[src/design/nested_region_time_accumulator_top_defines.svh]
// assertion macros for the region time accumulator
`ifndef NESTED_REGION_TIME_ACCUMULATOR_TOP_DEFINES_SVH
`define NESTED_REGION_TIME_ACCUMULATOR_TOP_DEFINES_SVH

// implication checked on every rising clock edge outside reset
`define NRTA_ASSERT_IMP(label, clk, rst_n, ante, cons, msg) \
    label: assert property (@(posedge clk) disable iff (!rst_n) (ante) |-> (cons)) \
        else $error(msg);

// implication with the consequent checked in the next cycle
`define NRTA_ASSERT_NEXT(label, clk, rst_n, ante, cons, msg) \
    label: assert property (@(posedge clk) disable iff (!rst_n) (ante) |=> (cons)) \
        else $error(msg);

`endif

[src/design/nrta_ram.sv]
// ----------------------------------------------------------------------------
// nrta_ram
// single write port, single read port ram with registered read
// ----------------------------------------------------------------------------
module nrta_ram #(
    parameter int WIDTH = 8,
    parameter int DEPTH = 16
) (
    input  logic                     clk,
    input  logic                     we,
    input  logic [$clog2(DEPTH)-1:0] waddr,
    input  logic [WIDTH-1:0]         wdata,
    input  logic [$clog2(DEPTH)-1:0] raddr,
    output logic [WIDTH-1:0]         rdata
);
    logic [WIDTH-1:0] mem [DEPTH];

    always_ff @(posedge clk)
    begin
        if (we)
        begin
            mem[waddr] <= wdata;
        end
        rdata <= mem[raddr];
    end
endmodule

[config.mk]
export PLATFORM = sky130hd
export DESIGN_NAME = nrta_ram
export DESIGN_NICKNAME = d
export VERILOG_FILES = /design/src/design/nested_region_time_accumulator_top_defines.svh /design/src/design/nrta_ram.sv
export SDC_FILE = /design/constraint.sdc
export NUM_CORES = 1
export LEC_CHECK = 0
export ABC_CLOCK_PERIOD_IN_PS = 5500
export BUFFER_PORTS_ARGS = -buffer_cell sky130_fd_sc_hd__buf_4
export CORE_MARGIN = 2
export CORE_UTILIZATION = 60
export CTS_CLUSTER_SIZE = 20
export DETAILED_ROUTE_END_ITERATION = 10
export PLACE_DENSITY = 0.79
export REMOVE_ABC_BUFFERS = 1
export SLEW_MARGIN = 20
export SYNTH_ARGS = -nofsm -noshare
export SYNTH_HDL_FRONTEND = slang
export SYNTH_SLANG_ARGS = --single-unit
[constraint.sdc]
create_clock -name clk -period 5.5 [get_ports clk]
set_input_delay 1.1 -clock clk [delete_from_list [all_inputs] [get_ports clk]]
set_output_delay 1.1 -clock clk [all_outputs]
set_load 0.02 [all_outputs]
Yosys cells after proc, flatten, opt, wreduce, memory -nomap -nowiden
Memories as Yosys holds them, arrays and structs flattened. A register that Yosys moved wholly into a read port is not among the register bits. Index checks and enable logic that the tools add are counted.

Register bits after elaboration: 0. RAM bits: 128. Bits of input ports: 18. Output and inout port bits: 8. Word-level logic and storage cells: 3. Memories kept: 1.

Memory list: mem (depth 16, width 8, rd ports 1, clocked after memory_dff 1, wr ports 1, RTL line nrta_ram.sv:16) `logic [WIDTH-1:0] mem [DEPTH];`.

Mux-type cells: 2.

Operator list (number): $mux 1 (2).

Longest topological paths before layout
Gate-level depths: netlist (run 1).

Depth after elaboration: 2. Gate-level depth with buffers: 5. Mapped depth without buffers: 3.

Least setup slack after synthesis (run 1)
Ideal clock, no wire load.

Path type: input to register. Start point: input port waddr[2]. End point: memory mem[0][0], enable pin. Setup time: 0.383 ns. Arrival time: 2.210 ns. Slack: 2.907 ns. Cell stages on the path: 2. Path buffers: 0. Path through: or3b_2 > nor3_1.

RTL lines: start: declaration (RTL line nrta_ram.sv:11) `input logic [$clog2(DEPTH)-1:0] waddr,`; end: declaration (RTL line nrta_ram.sv:16).

No word-level cell before the write port.

Final worst setup path (run 1)
Start point: input port waddr[2]. End point: memory mem[2][5], enable pin.

No word-level cell before the write port.

==> results of run 1 <==
-- worst register-to-register path: stages (launching register included) --
cell,delay (ps)
edfxtp_1,410
mux4_1,560
a22oi_1,290
nand2_1,90
-- metal layers --
layer | vias up | track usage | wire [µm]
met4 | 0 | 0.0791 | 161
met5 | - | 0 | 0
met3 | 12 | 0.0650 | 759
met2 | 140 | 0.375 | 5290
met1 | 1312 | 0.319 | 4030
li1 | 1049 | - | -
-- through the flow --
step / worst slack (ps) / utilization / hold WS [ps]
6_report: 3210 / 0.730 / 669
5_1_grt: 3170 / 0.730 / 698
2_1_floorplan: 2910 / - / 629
3_3_place_gp: 2640 / 0.653 / 647
3_5_place_dp: 2590 / 0.654 / 658
4_1_cts: 3000 / 0.730 / 671
-- flip-flops by register name, summed over array words and instances (netlist names) --
signal,flops
rdata,8
mem,128
-- kinds of logic after synthesis --
| logic type | synth area share |
|---|---|
| flops | 0.778 |
| simple gates | 0.0318 |
| mux | 0.150 |
| compound gates | 0.0233 |
| buf+inv | 0.0168 |
-- worst min-delay path by stage --
stage | cells after the start | to | slack, ps | from
6_report | 3 | rdata[2] | 670 | mem[12][2]
5_1_grt | 3 | rdata[2] | 700 | mem[15][2]
4_1_cts | 3 | rdata[2] | 670 | mem[12][2]
3_5_place_dp | 3 | rdata[2] | 660 | mem[14][2]
3_3_place_gp | 3 | rdata[2] | 650 | mem[15][2]
2_1_floorplan | 3 | rdata[0] | 630 | mem[7][0]
-- where the power goes --
part | switching [µW] | internal (µW) | total (µW)
clock | 390 | 803 | 1190
sequential | 7.03 | 1160 | 1170
combinational | 69.1 | 48.9 | 118
-- cell usage after synthesis --
| library cell | n | area share |
|---|---|---|
| buf_4 | 1 | 0.0015 |
| and2b_1 | 1 | 0.0015 |
| or3b_2 | 1 | 0.0017 |
| nor2_1 | 13 | 0.0095 |
| a22oi_1 | 16 | 0.023 |
| and2_1 | 1 | 0.0012 |
| buf_2 | 3 | 0.0029 |
| mux4_1 | 14 | 0.071 |
| nand2b_1 | 2 | 0.0024 |
| mux4_2 | 18 | 0.079 |
| edfxtp_1 | 128 | 0.75 |
| nand3_1 | 1 | 0.00097 |
| nor3_1 | 4 | 0.0039 |
| clkdlybuf4s25_2 | 3 | 0.0058 |
| nor2b_1 | 1 | 0.0012 |
| buf_6 | 3 | 0.0066 |
| nand3b_1 | 2 | 0.0029 |
| nand2_1 | 9 | 0.0066 |
| dfxtp_1 | 8 | 0.031 |
-- final cells by class --
type / count / area (µm²) / share of cell area
Clock buffer: 23 / 457 / 0.0757
Tap cell: 105 / 131 / 0.0218
Clock inverter: 9 / 170 / 0.0282
Sequential cell: 136 / 4000 / 0.664
Multi-Input combinational cell: 83 / 1070 / 0.177
Timing Repair Buffer: 27 / 203 / 0.0336
==> flow_summary.toml, run 1 <==
[sta]
period_share = 0.417
max_freq_mhz = 436
slew_violations = 0
relSlewSlack = 0.302
worst_pin_slew_ps = 1040
rsz0062_at_grt = "false"
setup_viol = 0
min_period_ps = 2290
hold_viol = 0
finClkSkew_ps = 8.39
fin_setup_tns_ps = 0

[global_routing]
grt_max_degree = 33
antenna_found_initial = 0
grt_pass1_wl_um = 15500
grt_pass1_vias = 2549
grt_usage = 0.235
grt_overflow = 0

[place]
port_buffers = 25
dp_cells = 351
gp_congestion = 0.746
placed_area_um2 = 5400
dpl.hpwl_um = 5730

[routing]
antenna_left = 0
drc = 0
num_vias = 2513
wirelength_um = 10200
first_iter_violations = 337
via_per_inst = 6.56
firstDrtPassIters = 5
wire_per_inst_um = 26.7

[critical_path]
crit_end = "mem[2][5]"
crit_chain = "buf_4 -> or3b_2 -> nor2_1"
required_ps = 5620
cp_top_family = "simple AND/OR/NAND/NOR gates"
reg2reg_slack_ps = 4040
r2r-end = "rdata[5]"
crit_arrival_ps = 2420
critPathLaunchType = "input pin"
cp_slowest_cell = "nor2_1"
timing.critical_path.buf_inv = 1
cp-startpoint = "waddr[2]"
path_max_fanout = 8
crit_type = "input pin to flip-flop"
ff2ff_path_depth = 3
worst_path_largest_cell_delay_ps = 680
crit_cells = 3
crit_path_end_kind = "flip-flop"
r2r-start = "mem[0][5]"

[clock_tree]
htreeDepth = 4
clock_latency_ps = 500
cts-root-buf = "clkbuf_8"
clkSlewWorstSetupHoldPaths_ps = 60
clockBufferDepth = 2
cts_setup_buffers = 0
cts_resized = 0
cts_tree = "yes"
ctsHoldBuffers = 0
clock_sinks = 136
cts_buffers = 17

[run]
cap_viol_max_count = 0

[logic_synthesis]
yosys_warnings = 0
syn_area_per_cell_um2 = 22.5
syn_area_um2 = 5150
ys_seq_area_frac = 0.778
ys_seq_elements = 136
synthDistinctLibCells = 19
synthCells = 229

[final_layout]
final_common_cell = "edfxtp_1"
fill_cells = 473
antenna-diode-count = 0
fin_cells = 383
final_cell_mix = "128 x edfxtp_1, 27 x buf_4, 18 x mux4_2, 16 x a22oi_1, 16 x clkbuf_16"
area_delta_synth_final_pct = 17.2
nets = 283
drive_above_1_share = 0.273
final_area_um2 = 6030

[pwr]
ir_worst_vdd_mv = 0.229
power.leakage_uw = 0.00204
total_power_uw = 2480
power.density_nw_per_um2 = 411

[floorplanning]
core-area_um2 = 8260
dieArea_um2 = 9340
rows = 33
ios = 26
chipWidth_um = 96.6
start_util = 0.623
dieHeight_um = 96.6

[min_path]
hp-class = "flip-flop to flip-flop"

[run_status]
outcome = "finished, final reports clean"
(Power assumes the default switching activity.)
==> run 2, diff against run 1 <==
Settings changed: ABC_CLOCK_PERIOD_IN_PS 5500 to 2300.
Clock period 5.5 ns to 2.3 ns, I/O delays scaled along.
==> run 2 against run 1 <==
Sequential cell count is the same. Setup slack lost 2500 ps. Non-clock buffer count grew 18. Highest routed layer unchanged. Largest power group is now registers. Critical path depth grew 2. Critical path type unchanged. Sequential share of layout area shrank 1.1 points. Count of clock-buffer cells in the layout shrank 2. Hold slack lost 420 ps. Wire length grew 4.8%. Critical endpoint is now rdata[0]. Clock skew shrank 1.5 ps.
==> flow_summary.toml, run 2 (synthesis gave the netlist of run 1 again) <==
[critical_path]
crit_arrival_ps = 1960
critPathLaunchType = "input pin"
required_ps = 2710
cp_top_family = "multiplexers"
crit_chain = "buf_4 -> buf_4 -> mux4_1 -> a22oi_1 -> nand2_1"
worst_path_largest_cell_delay_ps = 630
path_max_fanout = 13
path_common_cell = "buf_4"
crit_type = "input pin to flip-flop"
crit_path_end_kind = "flip-flop"
cp_slowest_cell = "mux4_1"
timing.critical_path.buf_inv = 2

[routing]
met3_length_um = 731
firstDrtPassIters = 6
routedLengthMet1_um = 4270
antenna_left = 0
num_vias = 2654
wire_per_inst_um = 26.8
met2_length_um = 5420
via_per_inst = 6.62
drc = 0
first_iter_violations = 314
routed.top_layer = "met4"
wirelength_um = 10700

[pwr]
p_int_uw = 4610
pwr-share-seq = 0.483
power.leakage_uw = 0.00211
pwr-share-comb = 0.051
clkPwrFrac = 0.466
p_sw_frac = 0.203
switching_power_uw = 1170
power.density_nw_per_um2 = 942
ir_worst_vdd_mv = 0.490

[clock_tree]
clock_sinks = 136
cts_tree = "yes"
cts_resized = 0
cts-root-buf = "clkbuf_8"
cts_buffers = 17
htreeDepth = 4
cts_setup_buffers = 0
clock_latency_ps = 520
clkSlewWorstSetupHoldPaths_ps = 60
clockBufferDepth = 2
ctsHoldBuffers = 0

[global_routing]
grt_pass1_wl_um = 16400
grt_pass1_vias = 2734
grt_max_degree = 33
grt_overflow = 0
grt_usage = 0.246
antenna_found_initial = 0

[final_layout]
regArea_um2 = 4000
multi_input_area_um2 = 1060
regMostFlops = "mem"
nets = 301
final_area_um2 = 6140
antenna-diode-count = 0
fill_cells = 461
reg_top3 = "mem (128), rdata (8)"
largest_register_ffs = 128
final_common_cell = "edfxtp_1"
drive_above_1_share = 0.314
final_cell_mix = "128 x edfxtp_1, 44 x buf_4, 18 x mux4_2, 16 x a22oi_1, 16 x clkbuf_16"
area_delta_synth_final_pct = 19.2

[min_path]
hp-class = "input pin to flip-flop"

[floorplanning]
core-area_um2 = 8260
dieArea_um2 = 9340
ios = 26
start_util = 0.623
chipWidth_um = 96.6
rows = 33
dieHeight_um = 96.6

[sta]
worst_pin_slew_ps = 785
fin_setup_tns_ps = 0
max_freq_mhz = 644
hold_viol = 0
rsz0062_at_grt = "false"
setup_viol = 0
min_period_ps = 1550
finalHoldWorstSlack_ps = 250
slew_violations = 0
period_share = 0.676
finClkSkew_ps = 6.86
relSlewSlack = 0.475

[run]
cap_viol_max_count = 0

[place]
port_buffers = 25
gp_congestion = 0.811
placed_area_um2 = 5540
dpl.hpwl_um = 6020

[run_status]
outcome = "finished, final reports clean"
-- run 2: power groups by stage --
| stage | Clock [µW] | Sequential (µW) | Combinational, µW |
|---|---|---|---|
| global placement | 0 | 2830 | 281 |
| CTS | 2710 | 2790 | 298 |
| finish | 2690 | 2790 | 296 |
| global route | 2830 | 2790 | 314 |
| floorplan | 0 | 2850 | 111 |
| detailed placement | 0 | 2840 | 288 |
-- run 2: worst paths after layout --
| path | slack, ps | endpoint | startpoint | depth (start not counted) |
|---|---|---|---|---|
| min reg2reg | 680 | rdata[2] | mem[15][2] | 3 |
| max | 750 | rdata[0] | raddr[0] | 5 |
| max reg2reg | 820 | rdata[0] | mem[5][0] | 3 |
| min | 250 | mem[6][7] | wdata[7] | 1 |
-- run 2: routing by layer --
metal | GRT usage | vias to the layer above
li1 | - | 1081
met1 | 0.335 | 1375
met2 | 0.385 | 168
met3 | 0.0614 | 30
met4 | 0.113 | 0
met5 | 0 | -
-- run 2: metrics by stage --
stage	power (µW)	util	cells	setup slack [ps]
2_1_floorplan	2970	-	219	347
3_3_place_gp	3120	0.671	369	300
3_5_place_dp	3130	0.671	369	230
4_1_cts	5800	0.743	401	735
5_1_grt	5940	0.743	401	708
6_report	5780	0.743	401	746
-- run 2: cell type report --
type,count,share of cell area
repair buffers,45,0.0571
multi-input cells,83,0.172
well taps,105,0.0214
clock buffers,21,0.0732
flip-flops and latches,136,0.652
clock inverters,11,0.0236
-- run 2: worst register-to-register path: stages, from the launching register on --
cell and delay [ps]:
edfxtp_1 430, mux4_1 590, a22oi_1 270, nand2_1 90
==> run 3, diff against run 2 <==
Settings changed: ABC_CLOCK_PERIOD_IN_PS 2300 to 1500.
Clock period 2.3 ns to 1.5 ns, I/O delays scaled along.
==> run 3 against run 2 <==
Clock skew increased by 8.2 ps. Power increased by 53%. Sequential cell count unchanged. First-iteration DRC count decreased by 1.6%. Critical path type is now flip-flop to flip-flop. Largest cell class unchanged.
==> flow_summary.toml, run 3 (synthesis gave the netlist of run 1 again) <==
[run_status]
outcome = "finished, final reports clean"

[pwr]
clkPwrFrac = 0.464
p_sw_frac = 0.211
p_int_uw = 7000
power.density_nw_per_um2 = 1420
ir_worst_vdd_mv = 1.19
pwr-share-seq = 0.482
pwr-share-comb = 0.053
power.leakage_uw = 0.00217
total_power_uw = 8870
switching_power_uw = 1870

[routing]
wire_per_inst_um = 26.1
num_vias = 2636
first_iter_violations = 309
wirelength_um = 10700
drc = 0
antenna_left = 0
via_per_inst = 6.41
firstDrtPassIters = 5

[final_layout]
post-route-util = 0.755
final_cell_mix = "128 x edfxtp_1, 52 x buf_4, 18 x mux4_2, 16 x a22oi_1, 16 x clkbuf_16"
fill_cells = 436
regMostFlops = "mem"
final_area_um2 = 6240
antenna-diode-count = 0
largest_register_ffs = 128
nets = 311
reg_top3 = "mem (128), rdata (8)"
area_delta_synth_final_pct = 21.1
drive_above_1_share = 0.343
final_common_cell = "edfxtp_1"

[floorplanning]
core-area_um2 = 8260
ios = 26
chipWidth_um = 96.6
dieArea_um2 = 9340
dieHeight_um = 96.6
start_util = 0.623
rows = 33

[place]
dpl.hpwl_um = 6260
pre_cts_ws_ps = -184
port_buffers = 25
placed_area_um2 = 5640
gp_congestion = 0.791

[clock_tree]
cts_resized = 0
htreeDepth = 4
clock_sinks = 136
cts-root-buf = "clkbuf_8"
clockBufferDepth = 2
clock_latency_ps = 520
ctsHoldBuffers = 0
clkSlewWorstSetupHoldPaths_ps = 60
cts_buffers = 17
cts_tree = "yes"
cts_setup_buffers = 0

[critical_path]
crit_path_end_kind = "flip-flop"
path_max_fanout = 1
critPathLaunchType = "flip-flop"
worst_path_largest_cell_delay_ps = 560
required_ps = 1890
crit_type = "flip-flop to flip-flop"
cp_slowest_cell = "mux4_1"
crit_chain = "mux4_1 -> a22oi_1 -> nand2_1"
crit_arrival_ps = 1780

[sta]
max_freq_mhz = 721
min_period_ps = 1390
rsz0062_at_grt = "false"
finClkSkew_ps = 15.0
setup_ws_ps = 113
period_share = 0.925
hold_viol = 0
fin_setup_tns_ps = 0
relSlewSlack = 0.446
slew_violations = 0
setup_viol = 0
worst_pin_slew_ps = 829

[global_routing]
grt_max_degree = 17
grt_overflow = 0
grt_pass1_vias = 2782
grt_usage = 0.251
antenna_found_initial = 0
grt_pass1_wl_um = 16600

[min_path]
hp-class = "input pin to flip-flop"

[run]
cap_viol_max_count = 0
## run 3: cell types whose count changed in the layout (fill, tap and decap cells not counted), sizes merged
cell / change
clkbuf: -3
clkinvlp: +1
buf: +10
clkinv: +2
## run 3: layout make-up
| type | count | area, µm² | area share |
|---|---|---|---|
| multi-input cells | 83 | 1060 | 0.170 |
| clock buffers | 18 | 418 | 0.0670 |
| clock inverters | 14 | 175 | 0.0281 |
| well taps | 105 | 131 | 0.0211 |
| repair buffers | 55 | 450 | 0.0722 |
| flip-flops and latches | 136 | 4000 | 0.642 |
## run 3: path summary, 6_finish.rpt
kind	to	start	cells after the start	slack, ps
max reg2reg	rdata[1]	mem[9][1]	3	110
min reg2reg	rdata[7]	mem[12][7]	3	690
min	mem[6][4]	wdata[4]	1	80
max	rdata[1]	mem[9][1]	3	110
## run 3: power groups by stage
| stage | sequential, µW | combinational (µW) | clock (µW) |
|---|---|---|---|
| after floorplan | 4380 | 170 | 0 |
| after global placement | 4350 | 454 | 0 |
| after detailed placement | 4350 | 465 | 0 |
| after CTS | 4280 | 475 | 4150 |
| after global routing | 4280 | 505 | 4330 |
| final | 4280 | 474 | 4120 |
## run 3: metal layers
layer	vias to the layer above	part of all wire	track usage
met2	154	0.48	0.375
met1	1351	0.41	0.347
met4	0	0.031	0.125
met5	-	0	0
met3	24	0.077	0.0686
li1	1107	-	-
## run 3: critical path, delay by kind of cell (launching register included)
family / cells / cell delay, ps
mux: 1 / 560
flops: 1 / 390
compound gates: 1 / 220
simple gates: 1 / 90
## run 3: metrics by stage
step / hold WS, ps / instances
6_report: 81.5 / 411
5_1_grt: 83.3 / 411
4_1_cts: 76.3 / 411
3_5_place_dp: 614 / 379
3_3_place_gp: 598 / 379
2_1_floorplan: 399 / 219
